`src/hw/rtl/prs80_pkg.sv`:
```
// Shared types, constants and bit functions for the PRESENT-80 decrypt unit.
// No dependencies; used by every module of the block.
`default_nettype none

package prs80_pkg;

  localparam int ROUNDS    = 31;
  localparam int NUM_RK    = ROUNDS + 1;
  localparam int RK_IDX_W  = $clog2(NUM_RK);
  localparam int RC_W      = 5;
  localparam int BLOCK_W   = 64;
  localparam int KEY_W     = 80;
  localparam int CFG_IDX_W = 2;

  localparam logic [CFG_IDX_W-1:0] REG_KEY_UPPER = CFG_IDX_W'(0);
  localparam logic [CFG_IDX_W-1:0] REG_KEY_LOWER = CFG_IDX_W'(1);

  typedef logic [BLOCK_W-1:0] blk_t;
  typedef logic [KEY_W-1:0]   key_t;

  localparam logic [3:0] FWD_SBOX [16] = '{
    4'hc, 4'h5, 4'h6, 4'hb, 4'h9, 4'h0, 4'ha, 4'hd,
    4'h3, 4'he, 4'hf, 4'h8, 4'h4, 4'h7, 4'h1, 4'h2
  };
  localparam logic [3:0] INV_SBOX [16] = '{
    4'h5, 4'he, 4'hf, 4'h8, 4'hc, 4'h1, 4'h2, 4'hd,
    4'hb, 4'h4, 4'h6, 4'h3, 4'h0, 4'h7, 4'h9, 4'ha
  };

  // Output bit i takes input bit 16*i mod 63, bit 63 stays put.
  function automatic blk_t inv_perm(blk_t x);
    blk_t y;
    for (int i = 0; i < BLOCK_W; i++) begin
      y[i] = x[(i == BLOCK_W - 1) ? (BLOCK_W - 1) : ((16 * i) % (BLOCK_W - 1))];
    end
    return y;
  endfunction

  function automatic blk_t inv_sub(blk_t x);
    blk_t y;
    for (int n = 0; n < BLOCK_W / 4; n++) begin
      y[4*n +: 4] = INV_SBOX[x[4*n +: 4]];
    end
    return y;
  endfunction

  // One forward key schedule step: rotate left 61, S-box on the top
  // nibble, round counter into bits 19..15.
  function automatic key_t key_step(key_t k, logic [RC_W-1:0] rc);
    key_t t;
    t = {k[18:0], k[KEY_W-1:19]};
    t[KEY_W-1 -: 4] = FWD_SBOX[t[KEY_W-1 -: 4]];
    t[19:15] = t[19:15] ^ rc;
    return t;
  endfunction

endpackage

`default_nettype wire

```
`src/hw/rtl/prs80_out_skid.sv`:
```
// Output register with a skid entry; breaks the ready path to the pipeline.
// Depends on prs80_pkg.
`default_nettype none

module prs80_out_skid (
  input  wire logic            clk,
  input  wire logic            rst,
  input  wire logic            d_valid,
  input  wire prs80_pkg::blk_t d_data,
  output logic                 up_ready,
  output logic                 out_valid,
  input  wire logic            out_ready,
  output prs80_pkg::blk_t      out_data
);

  logic            skid_v;
  prs80_pkg::blk_t skid_data;

  assign up_ready = !skid_v;

  always_ff @(posedge clk) begin
    if (rst) begin
      out_valid <= 1'b0;
      skid_v    <= 1'b0;
    end else if (out_ready || !out_valid) begin
      out_valid <= skid_v || d_valid;
      skid_v    <= 1'b0;
    end else if (up_ready && d_valid) begin
      skid_v <= 1'b1;
    end
  end

  always_ff @(posedge clk) begin
    if (out_ready || !out_valid) begin
      out_data <= skid_v ? skid_data : d_data;
    end
    if (!(out_ready || !out_valid) && up_ready && d_valid) begin
      skid_data <= d_data;
    end
  end

endmodule

`default_nettype wire
```
`config.mk`:
```
export PLATFORM = sky130hd
export DESIGN_NAME = prs80_out_skid
export DESIGN_NICKNAME = d
export VERILOG_FILES = /design/src/hw/rtl/prs80_pkg.sv /design/src/hw/rtl/prs80_out_skid.sv
export SDC_FILE = /design/constraint.sdc
export NUM_CORES = 1
export LEC_CHECK = 0
export BUFFER_PORTS_ARGS = -buffer_cell sky130_fd_sc_hd__buf_2
export CORE_ASPECT_RATIO = 1.1
export CORE_MARGIN = 2
export CORE_UTILIZATION = 55
export DETAILED_ROUTE_END_ITERATION = 12
export PLACE_DENSITY = 0.87
export RECOVER_POWER = 100
export REMOVE_ABC_BUFFERS = 1
export SLEW_MARGIN = 30
export SYNTH_ARGS = -nofsm -noshare
export SYNTH_HDL_FRONTEND = slang
export SYNTH_SLANG_ARGS = --single-unit
```
`constraint.sdc`:
```
create_clock -name clk -period 18.25 [get_ports clk]
set_input_delay 0.9125 -clock clk [delete_from_list [all_inputs] [get_ports clk]]
set_output_delay 0.9125 -clock clk [all_outputs]
set_load 0.02 [all_outputs]
```
==> results by group <==
Route
  – DRC violations left: 0
  – Vias after detailed routing: ~2400
  – Detailed Routing Iterations Pass 1: 4
  – DR vias/cell: 5.13
  – Antenna-violating nets left: 0
  – Wirelength per Cell: 17.7 um
  – 1st-iter DRT viols: around 120
  – Final WL: about 8.4 mm

Floorplan
  – I/O Pins: 134
  – Die Y: just over 100 um
  – Core area: 8410 sq um
  – Initial Util: between 50% and 60%
  – Die X: 92.8 um
  – DIE AREA: ~9400 sq um
  – Core Rows: 35

Setup path
  – Arrival time worst endpoint: 5.88 ns
  – Crit Path Max Fanout: 67
  – Critical path required time: 18.27 ns
  – Critical path capture point type: register
  – Crit start category: primary input
  – Critical path type: in2reg
  – Slack of the worst reg-to-reg path: roughly 13 ns

Placement
  – Setup WS pre-CTS: 15.19 ns
  – Placed wire-length estimate: roughly 4.9 mm
  – Port bufs: 133
  – Final Wtd Congestion: 0.708

Synth
  – #FFs+latches synth: between 100 and 150
  – Seq/Total Area, Yosys: about four fifths
  – Avg Inst Size Synth: 23.0 sq um
  – Synthesis Warnings: 0
  – Yosys cell types: 13
  – Post-Syn Area: between 4000 and 5000 sq um
  – Syn Inst Count: 207

STA
  – Setup-violating endpoint count in the final report: 0
  – Peak Freq: 171 MHz
  – Setup tns final: 0 ns
  – Fin crit period: slightly below 6 ns
  – Slew Viols, Final: 176
  – Unrepaired setup endpoints after global routing: no
  – Final hold vios: 0
  – Slew margin rel.: -133%
  – Clk_skew: 0.00778 ns
  – Final setup margin: roughly 12 ns
  – Final period util: about a third
  – Slew @ Worst Pin: 3.50 ns

Clock network
  – Reg clk slew, reported paths: about 0.060 ns
  – Total CTS buffers: 17
  – Post_cts resized: 0
  – Clock sink count: 130
  – CTS tree: built
  – CTS hold repair buffers: 0
  – Max Root-Sink Buffers: 2
  – Clock H-tree levels: 4
  – Worst-Skew Late Latency: 0.50 ns
  – Post-CTS Setup Bufs: 0
  – Clk root buf: clkbuf_8

Layout
  – Most frequent cells in the layout: edfxtp_1 (128), clkbuf_1 (112), mux2_2 (36)
  – Most common cell after layout, fill and taps aside: edfxtp_1
  – Final net count: 422
  – # fillers: 618
  – Ant. Diodes: 0
  – Layout cell share with drive strength beyond 1: 24.9%
  – Area grow syn2layout: 24.1%

Pwr
  – Leak: 2.03 nW
  – Peak supply drop: 0.0690 mV
  – PwrDens: about 120 nW/um^2

Global route
  – Number of global-route vias before repair: 2439
  – GRT Total Usage: 18.4%
  – Largest net degree at the start of global routing: 68
  – Initial antenna violation count: 0
  – GRT overflow: 0
  – First-pass GRT wire length: roughly 13 mm

Status
  – Status: finished, violations left
  – Failing checks: capacitance limit, slew limit

Hold path
  – Worst min-delay path class: reg2reg

Run
  – Max Cap Violations: 3
critical path: stages:
cell      delay, ns
buf_2          0.10
nand2b_1       1.68
nor3b_1        0.63
clkbuf_1       2.50
synthesized netlist by cell type:
master | count | share of area, %
buf_6 | 4 | 0.94
nor2_1 | 1 | 0.079
nor3_1 | 1 | 0.10
dfxtp_1 | 2 | 0.84
a21oi_1 | 1 | 0.10
buf_2 | 3 | 0.31
inv_1 | 1 | 0.079
mux2_2 | 37 | 8.7
nand2b_1 | 1 | 0.13
edfxtp_1 | 128 | 81
nor3b_1 | 1 | 0.16
mux2_1 | 7 | 1.7
mux2_4 | 20 | 6.3
sequential cells by signal, indices dropped and copies added, names as in the netlist:
| name | count |
|---|---|
| out_data | 64 |
| out_valid | 1 |
| skid_v | 1 |
| skid_data | 64 |
cell type report:
cell class	instances	area [sq um]	area share [%]
sequential	130	3880	65.6
multi-input combinational	69	756	12.8
timing repair buffer	135	536	9.04
clock buffer	17	414	6.99
clock inverter	14	189	3.19
tap	111	139	2.35
inverter	1	3.75	0.0634
report_power, final:
group	total (W)	leakage [nW]	switching, W	internal [W]
logic	0.0000447	0.474	0.0000301	0.0000147
clock network	0.000342	0.291	0.000121	0.000221
registers	0.000351	1.26	0.00000469	0.000346
cells by family after synthesis:
group	Yosys count	share of synthesized area [%]
simple gates	4	0.472
compound gates	1	0.105
mux	64	16.7
buf+inv	8	1.34
flops	130	81.4
path summary, 6_finish.rpt:
path,start,end,depth (start not counted)
worst max-delay path,out_ready,skid_data[21],4
worst min-delay path,skid_data[51],out_data[51],1
worst max register to register,out_valid,skid_data[21],3
worst min register to register,skid_data[51],out_data[51],1
per-layer routing:
layer	routed length, um	up-vias	GRT usage [%]
met5	0	-	0
met4	112	0	7.24
met1	3570	1212	23.4
met3	508	11	6.40
met2	4230	100	29.5
li1	-	1124	-
through the flow:
stage / hold WS, ns / area [sq um] / utilization [%] / power, W / cells
after detailed placement: 0.519 / 5540 / 65.9 / 0.000407 / 445
after CTS: 0.536 / 6140 / 73.1 / 0.000750 / 476
after floorplan: 0.509 / 4710 / - / 0.000385 / 200
final: 0.538 / 5920 / 70.4 / 0.000737 / 477
after global routing: 0.558 / 5920 / 70.4 / 0.000760 / 477
after global placement: 0.513 / 5540 / 65.9 / 0.000405 / 445
Note: power is estimated with default switching activity, not from simulation.
