<file path="config.mk">
export PLATFORM = sky130hd
export DESIGN_NAME = prs80_round
export DESIGN_NICKNAME = d
export VERILOG_FILES = /design/src/hw/rtl/prs80_pkg.sv /design/src/hw/rtl/prs80_round.sv
export SDC_FILE = /design/constraint.sdc
export NUM_CORES = 1
export LEC_CHECK = 0
export ABC_AREA = 1
export BUFFER_PORTS_ARGS = -buffer_cell sky130_fd_sc_hd__buf_2
export CAP_MARGIN = 5
export CORE_MARGIN = 2
export CORE_UTILIZATION = 57
export CTS_CLUSTER_SIZE = 8
export DETAILED_ROUTE_END_ITERATION = 8
export PLACE_DENSITY = 0.9
export SYNTH_ARGS = -nofsm -noshare
export SYNTH_HDL_FRONTEND = slang
export SYNTH_SLANG_ARGS = --single-unit
</file>
<file path="constraint.sdc">
create_clock -name clk -period 3 [get_ports clk]
set_input_delay 0.75 -clock clk [delete_from_list [all_inputs] [get_ports clk]]
set_output_delay 0.75 -clock clk [all_outputs]
set_load 0.02 [all_outputs]
</file>
<file path="src/hw/rtl/prs80_pkg.sv">
// Shared types, constants and bit functions for the PRESENT-80 decrypt unit.
// No dependencies; used by every module of the block.
`default_nettype none

package prs80_pkg;

  localparam int ROUNDS    = 31;
  localparam int NUM_RK    = ROUNDS + 1;
  localparam int RK_IDX_W  = $clog2(NUM_RK);
  localparam int RC_W      = 5;
  localparam int BLOCK_W   = 64;
  localparam int KEY_W     = 80;
  localparam int CFG_IDX_W = 2;

  localparam logic [CFG_IDX_W-1:0] REG_KEY_UPPER = CFG_IDX_W'(0);
  localparam logic [CFG_IDX_W-1:0] REG_KEY_LOWER = CFG_IDX_W'(1);

  typedef logic [BLOCK_W-1:0] blk_t;
  typedef logic [KEY_W-1:0]   key_t;

  localparam logic [3:0] FWD_SBOX [16] = '{
    4'hc, 4'h5, 4'h6, 4'hb, 4'h9, 4'h0, 4'ha, 4'hd,
    4'h3, 4'he, 4'hf, 4'h8, 4'h4, 4'h7, 4'h1, 4'h2
  };
  localparam logic [3:0] INV_SBOX [16] = '{
    4'h5, 4'he, 4'hf, 4'h8, 4'hc, 4'h1, 4'h2, 4'hd,
    4'hb, 4'h4, 4'h6, 4'h3, 4'h0, 4'h7, 4'h9, 4'ha
  };

  // Output bit i takes input bit 16*i mod 63, bit 63 stays put.
  function automatic blk_t inv_perm(blk_t x);
    blk_t y;
    for (int i = 0; i < BLOCK_W; i++) begin
      y[i] = x[(i == BLOCK_W - 1) ? (BLOCK_W - 1) : ((16 * i) % (BLOCK_W - 1))];
    end
    return y;
  endfunction

  function automatic blk_t inv_sub(blk_t x);
    blk_t y;
    for (int n = 0; n < BLOCK_W / 4; n++) begin
      y[4*n +: 4] = INV_SBOX[x[4*n +: 4]];
    end
    return y;
  endfunction

  // One forward key schedule step: rotate left 61, S-box on the top
  // nibble, round counter into bits 19..15.
  function automatic key_t key_step(key_t k, logic [RC_W-1:0] rc);
    key_t t;
    t = {k[18:0], k[KEY_W-1:19]};
    t[KEY_W-1 -: 4] = FWD_SBOX[t[KEY_W-1 -: 4]];
    t[19:15] = t[19:15] ^ rc;
    return t;
  endfunction

endpackage

`default_nettype wire

</file>
<file path="src/hw/rtl/prs80_round.sv">
// One registered decryption round: inverse permutation, inverse S-box, key add.
// Depends on prs80_pkg.
`default_nettype none

module prs80_round (
  input  wire logic            clk,
  input  wire logic            rst,
  input  wire logic            en,
  input  wire logic            in_v,
  input  wire prs80_pkg::blk_t in_s,
  input  wire prs80_pkg::blk_t rk,
  output logic                 out_v,
  output prs80_pkg::blk_t      out_s
);

  prs80_pkg::blk_t s_next;

  assign s_next = prs80_pkg::inv_sub(prs80_pkg::inv_perm(in_s)) ^ rk;

  always_ff @(posedge clk) begin
    if (rst) begin
      out_v <= 1'b0;
    end else if (en) begin
      out_v <= in_v;
    end
  end

  always_ff @(posedge clk) begin
    if (en) begin
      out_s <= s_next;
    end
  end

endmodule

`default_nettype wire

</file>
==> reports/qor.tcl <==
set qor(ant_nets) 0
set qor(cp_max_fo) 5
set qor(drt_wl_total_um) 14200
set qor(holdCritPathClass) {register to register}
set qor(postSynthNetCount) 1182
set qor(ir_drop_mv) 0.258
set qor(post_dp_cell_area_um2) 7570
set qor(critPathSlowestCell) {sky130_fd_sc_hd__ha_1}
set qor(worst_path_most_repeated_cell) {sky130_fd_sc_hd__nand2_1}
set qor(die_width_um) 111
set qor(cts_tree) {built}
set qor(die_height_um) 111
set qor(pwr-share-seq_pct) 38.4
set qor(power_switching_uw) 998
set qor(synth.lib_cells_used.distinct) 18
set qor(power_internal_uw) 2010
set qor(cts-root-to-sink-buffers) 2
set qor(placementRows) 39
set qor(worst_r2r_path_depth) 2
set qor(worst_pin_slew_ns) 0.379
set qor(ys_seq_elements) 65
set qor(io_pins) 197
set qor(postCtsSetupBuffers) 0
set qor(timing_max_transition_violations_final) 0
set qor(wl_per_cell_um) 11.0
set qor(cts.htree.levels) 3
set qor(crit_arrival_ns) 1.82
set qor(cts_hold_repair.buffers) 0
set qor(cts.reportedPaths.clkPinSlew_ns) 0.05
set qor(cts_buffers) 9
set qor(dpl_hpwl_um) 11300
set qor(drc_errors) 0
set qor(power_per_cell_area_nw_per_um2) 385
set qor(synth.yosys.warnings) 0
set qor(synth-async-reset-ratio_pct) 0
set qor(viasPerCell) 4.85
set qor(crit_path_start_kind) {primary input}
set qor(worstSkewPairLatency_ns) 0.33
set qor(power_switching_share_pct) 33.1
set qor(synth.avg_cell_area_um2) 6.89
set qor(ys_seq_area_share_pct) 29.8
set qor(gp_congestion) 0.886
set qor(outcome) {completed}
set qor(grt_overflow) 0
set qor(setup_total_negative_slack_ns) 0
set qor(synthesis.instances) 944
set qor(clock_sink_count) 65
set qor(netlist_top_cells_area) {sky130_fd_sc_hd__edfxtp_1 (30%), sky130_fd_sc_hd__nand2_1 (22%), sky130_fd_sc_hd__ha_1 (20%), sky130_fd_sc_hd__nand3_1 (10%), sky130_fd_sc_hd__inv_1 (9.6%)}
set qor(final-hold-violation-count) 0
set qor(power.static_leakage_uw) 0.00470
set qor(rsz0062_at_grt) {no}
set qor(hold_depth) 2
set qor(synth_edf_count) 64
set qor(crit_type) {primary input to register}
set qor(synth.top_cells.by_count) {sky130_fd_sc_hd__nand2_1 (382), sky130_fd_sc_hd__inv_1 (166), sky130_fd_sc_hd__nand3_1 (135)}
set qor(start_util_pct) 57.7
set qor(core_um2) 11300
set qor(final.period_utilization_pct) 57.6
set qor(drive_above_1_share_pct) 19.1
set qor(pwr-share-clk_pct) 31.1
set qor(critical_path.cell_chain) {buf_2 > inv_1 > ha_1 > or2_1 > nand3_1 > nand2_1 > nand2_1 > nand2_1}
set qor(wire_length_of_the_first_global_routing_pass_um) 23900
set qor(post-synth-top-count-cell) {sky130_fd_sc_hd__nand2_1}
set qor(first_pass_iters) 5
set qor(floorplan.die_area_um2) 12300
set qor(cp_data_required_time_ns) 3.09
set qor(timing.clock.skew_ns) 0
set qor(critical_path.max_stage_delay_ns) 0.34
set qor(grt_use_total_pct) 23.2
set qor(critPathCaptureType) {register}
set qor(initial_antenna_violation_count) 2
set qor(yosys_most_used_dff) {sky130_fd_sc_hd__edfxtp_1}
set qor(min_period_ns) 1.73
set qor(combPwrFrac_pct) 30.5
set qor(finalInstanceArea_um2) 7820
set qor(drt_iter0_drc) 370
set qor(syn-cell-area_um2) 6510
set qor(max_slew_margin_pct) 74.8
set qor(finalNetCount) 1375
set qor(num_vias) 6238
set qor(grt_start_max_net_pins) 66
set qor(setup_viol) 0
set qor(first_global_vias) 5756
set qor(maxCapViolations) 0
set qor(synthDominantAreaCellType) {sky130_fd_sc_hd__edfxtp_1}
set qor(port-buffer-count) 196
set qor(cts.root.buffer_cell) {sky130_fd_sc_hd__clkbuf_16}
set qor(post_cts_resized) 0
set qor(yosys.area.top_type_share_pct) 29.5
set qor(flow.area_growth_from_synthesis_pct) 20.1
set qor(max_freq_mhz) 579
[final cells by class]
cell class,instances,area (µm²)
Multi-Input combinational cell,688,3780
Tap cell,143,179
Timing Repair Buffer,197,1000
Sequential cell,65,1940
Inverter,176,661
Clock inverter,1,3.75
Clock buffer,14,244
Fill cell,941,3460
Antenna cell,1,2.50
[cell families after synthesis]
family,after synthesis,share of synthesized area (%)
fa+ha+maj,106,20.4
simple gates,553,34.8
buf+inv,191,12.0
xor+xnor,12,1.62
mux,1,0.154
flops,65,29.8
compound gates,16,1.23
[power groups by stage]
stage                     logic (µW)  registers, µW  clock network (µW)
final                            918           1160                 936
after global routing            1040           1170                 999
after CTS                        918           1160                 944
after detailed placement         915           1180                   0
after global placement           882           1170                   0
after floorplan                  458           1320                   0
[path summary, 6_finish.rpt]
kind | from | endpoint | slack [ns]
worst min register to register | out_v | out_v | 0.49
worst max register to register | out_v | out_v | 2.43
worst max-delay path | in_s[13] | out_s[54] | 1.27
worst min-delay path | out_v | out_v | 0.49
[state kept, by name (all words and copies together) (netlist names)]
signal  flops
out_v       1
out_s      64
[layer usage]
layer / wire length, µm / up-vias / global-route usage, %
li1: - / 3293 / -
met1: 5700 / 2710 / 25.8
met2: 6990 / 208 / 41.6
met3: 1220 / 25 / 7.27
met4: 223 / 2 / 8.25
met5: 13 / - / 0
[metrics by stage]
stage	power (µW)	hold WS (ns)	worst slack, ns	utilization [%]	std cells
4_1_cts	3020	0.498	1.28	69.3	1284
3_3_place_gp	2060	0.472	0.999	67.1	1269
2_1_floorplan	1780	0.579	1.18	-	944
3_5_place_dp	2090	0.486	0.935	67.1	1269
6_report	3010	0.494	1.27	69.3	1285
5_1_grt	3200	0.570	1.20	69.3	1285
[layout by cell type, fill, tap and decap left out]
cell type and n:
sky130_fd_sc_hd__or2_1 2, sky130_fd_sc_hd__inv_2 10, sky130_fd_sc_hd__nand3b_1 2, sky130_fd_sc_hd__dfxtp_1 1
sky130_fd_sc_hd__a21oi_1 10, sky130_fd_sc_hd__buf_12 1, sky130_fd_sc_hd__clkbuf_1 5, sky130_fd_sc_hd__nand2_2 2
sky130_fd_sc_hd__diode_2 1, sky130_fd_sc_hd__mux2i_1 1, sky130_fd_sc_hd__xor2_1 6, sky130_fd_sc_hd__nor2_1 30
sky130_fd_sc_hd__buf_2 196, sky130_fd_sc_hd__nand3_1 135, sky130_fd_sc_hd__ha_1 106, sky130_fd_sc_hd__clkinv_1 1
sky130_fd_sc_hd__nand2_1 382, sky130_fd_sc_hd__xnor2_1 6, sky130_fd_sc_hd__inv_1 166, sky130_fd_sc_hd__clkbuf_16 9
sky130_fd_sc_hd__o21ai_0 6, sky130_fd_sc_hd__edfxtp_1 64
[worst max-delay path: cells and delay by family]
| family | cells | cell delay [ns] |
|---|---|---|
| AND/OR/NAND/NOR | 5 | 0.51 |
| buffers and inverters | 2 | 0.22 |
| adder cells (fa/ha/maj) | 1 | 0.34 |
Power figures use the tool's default switching activity.
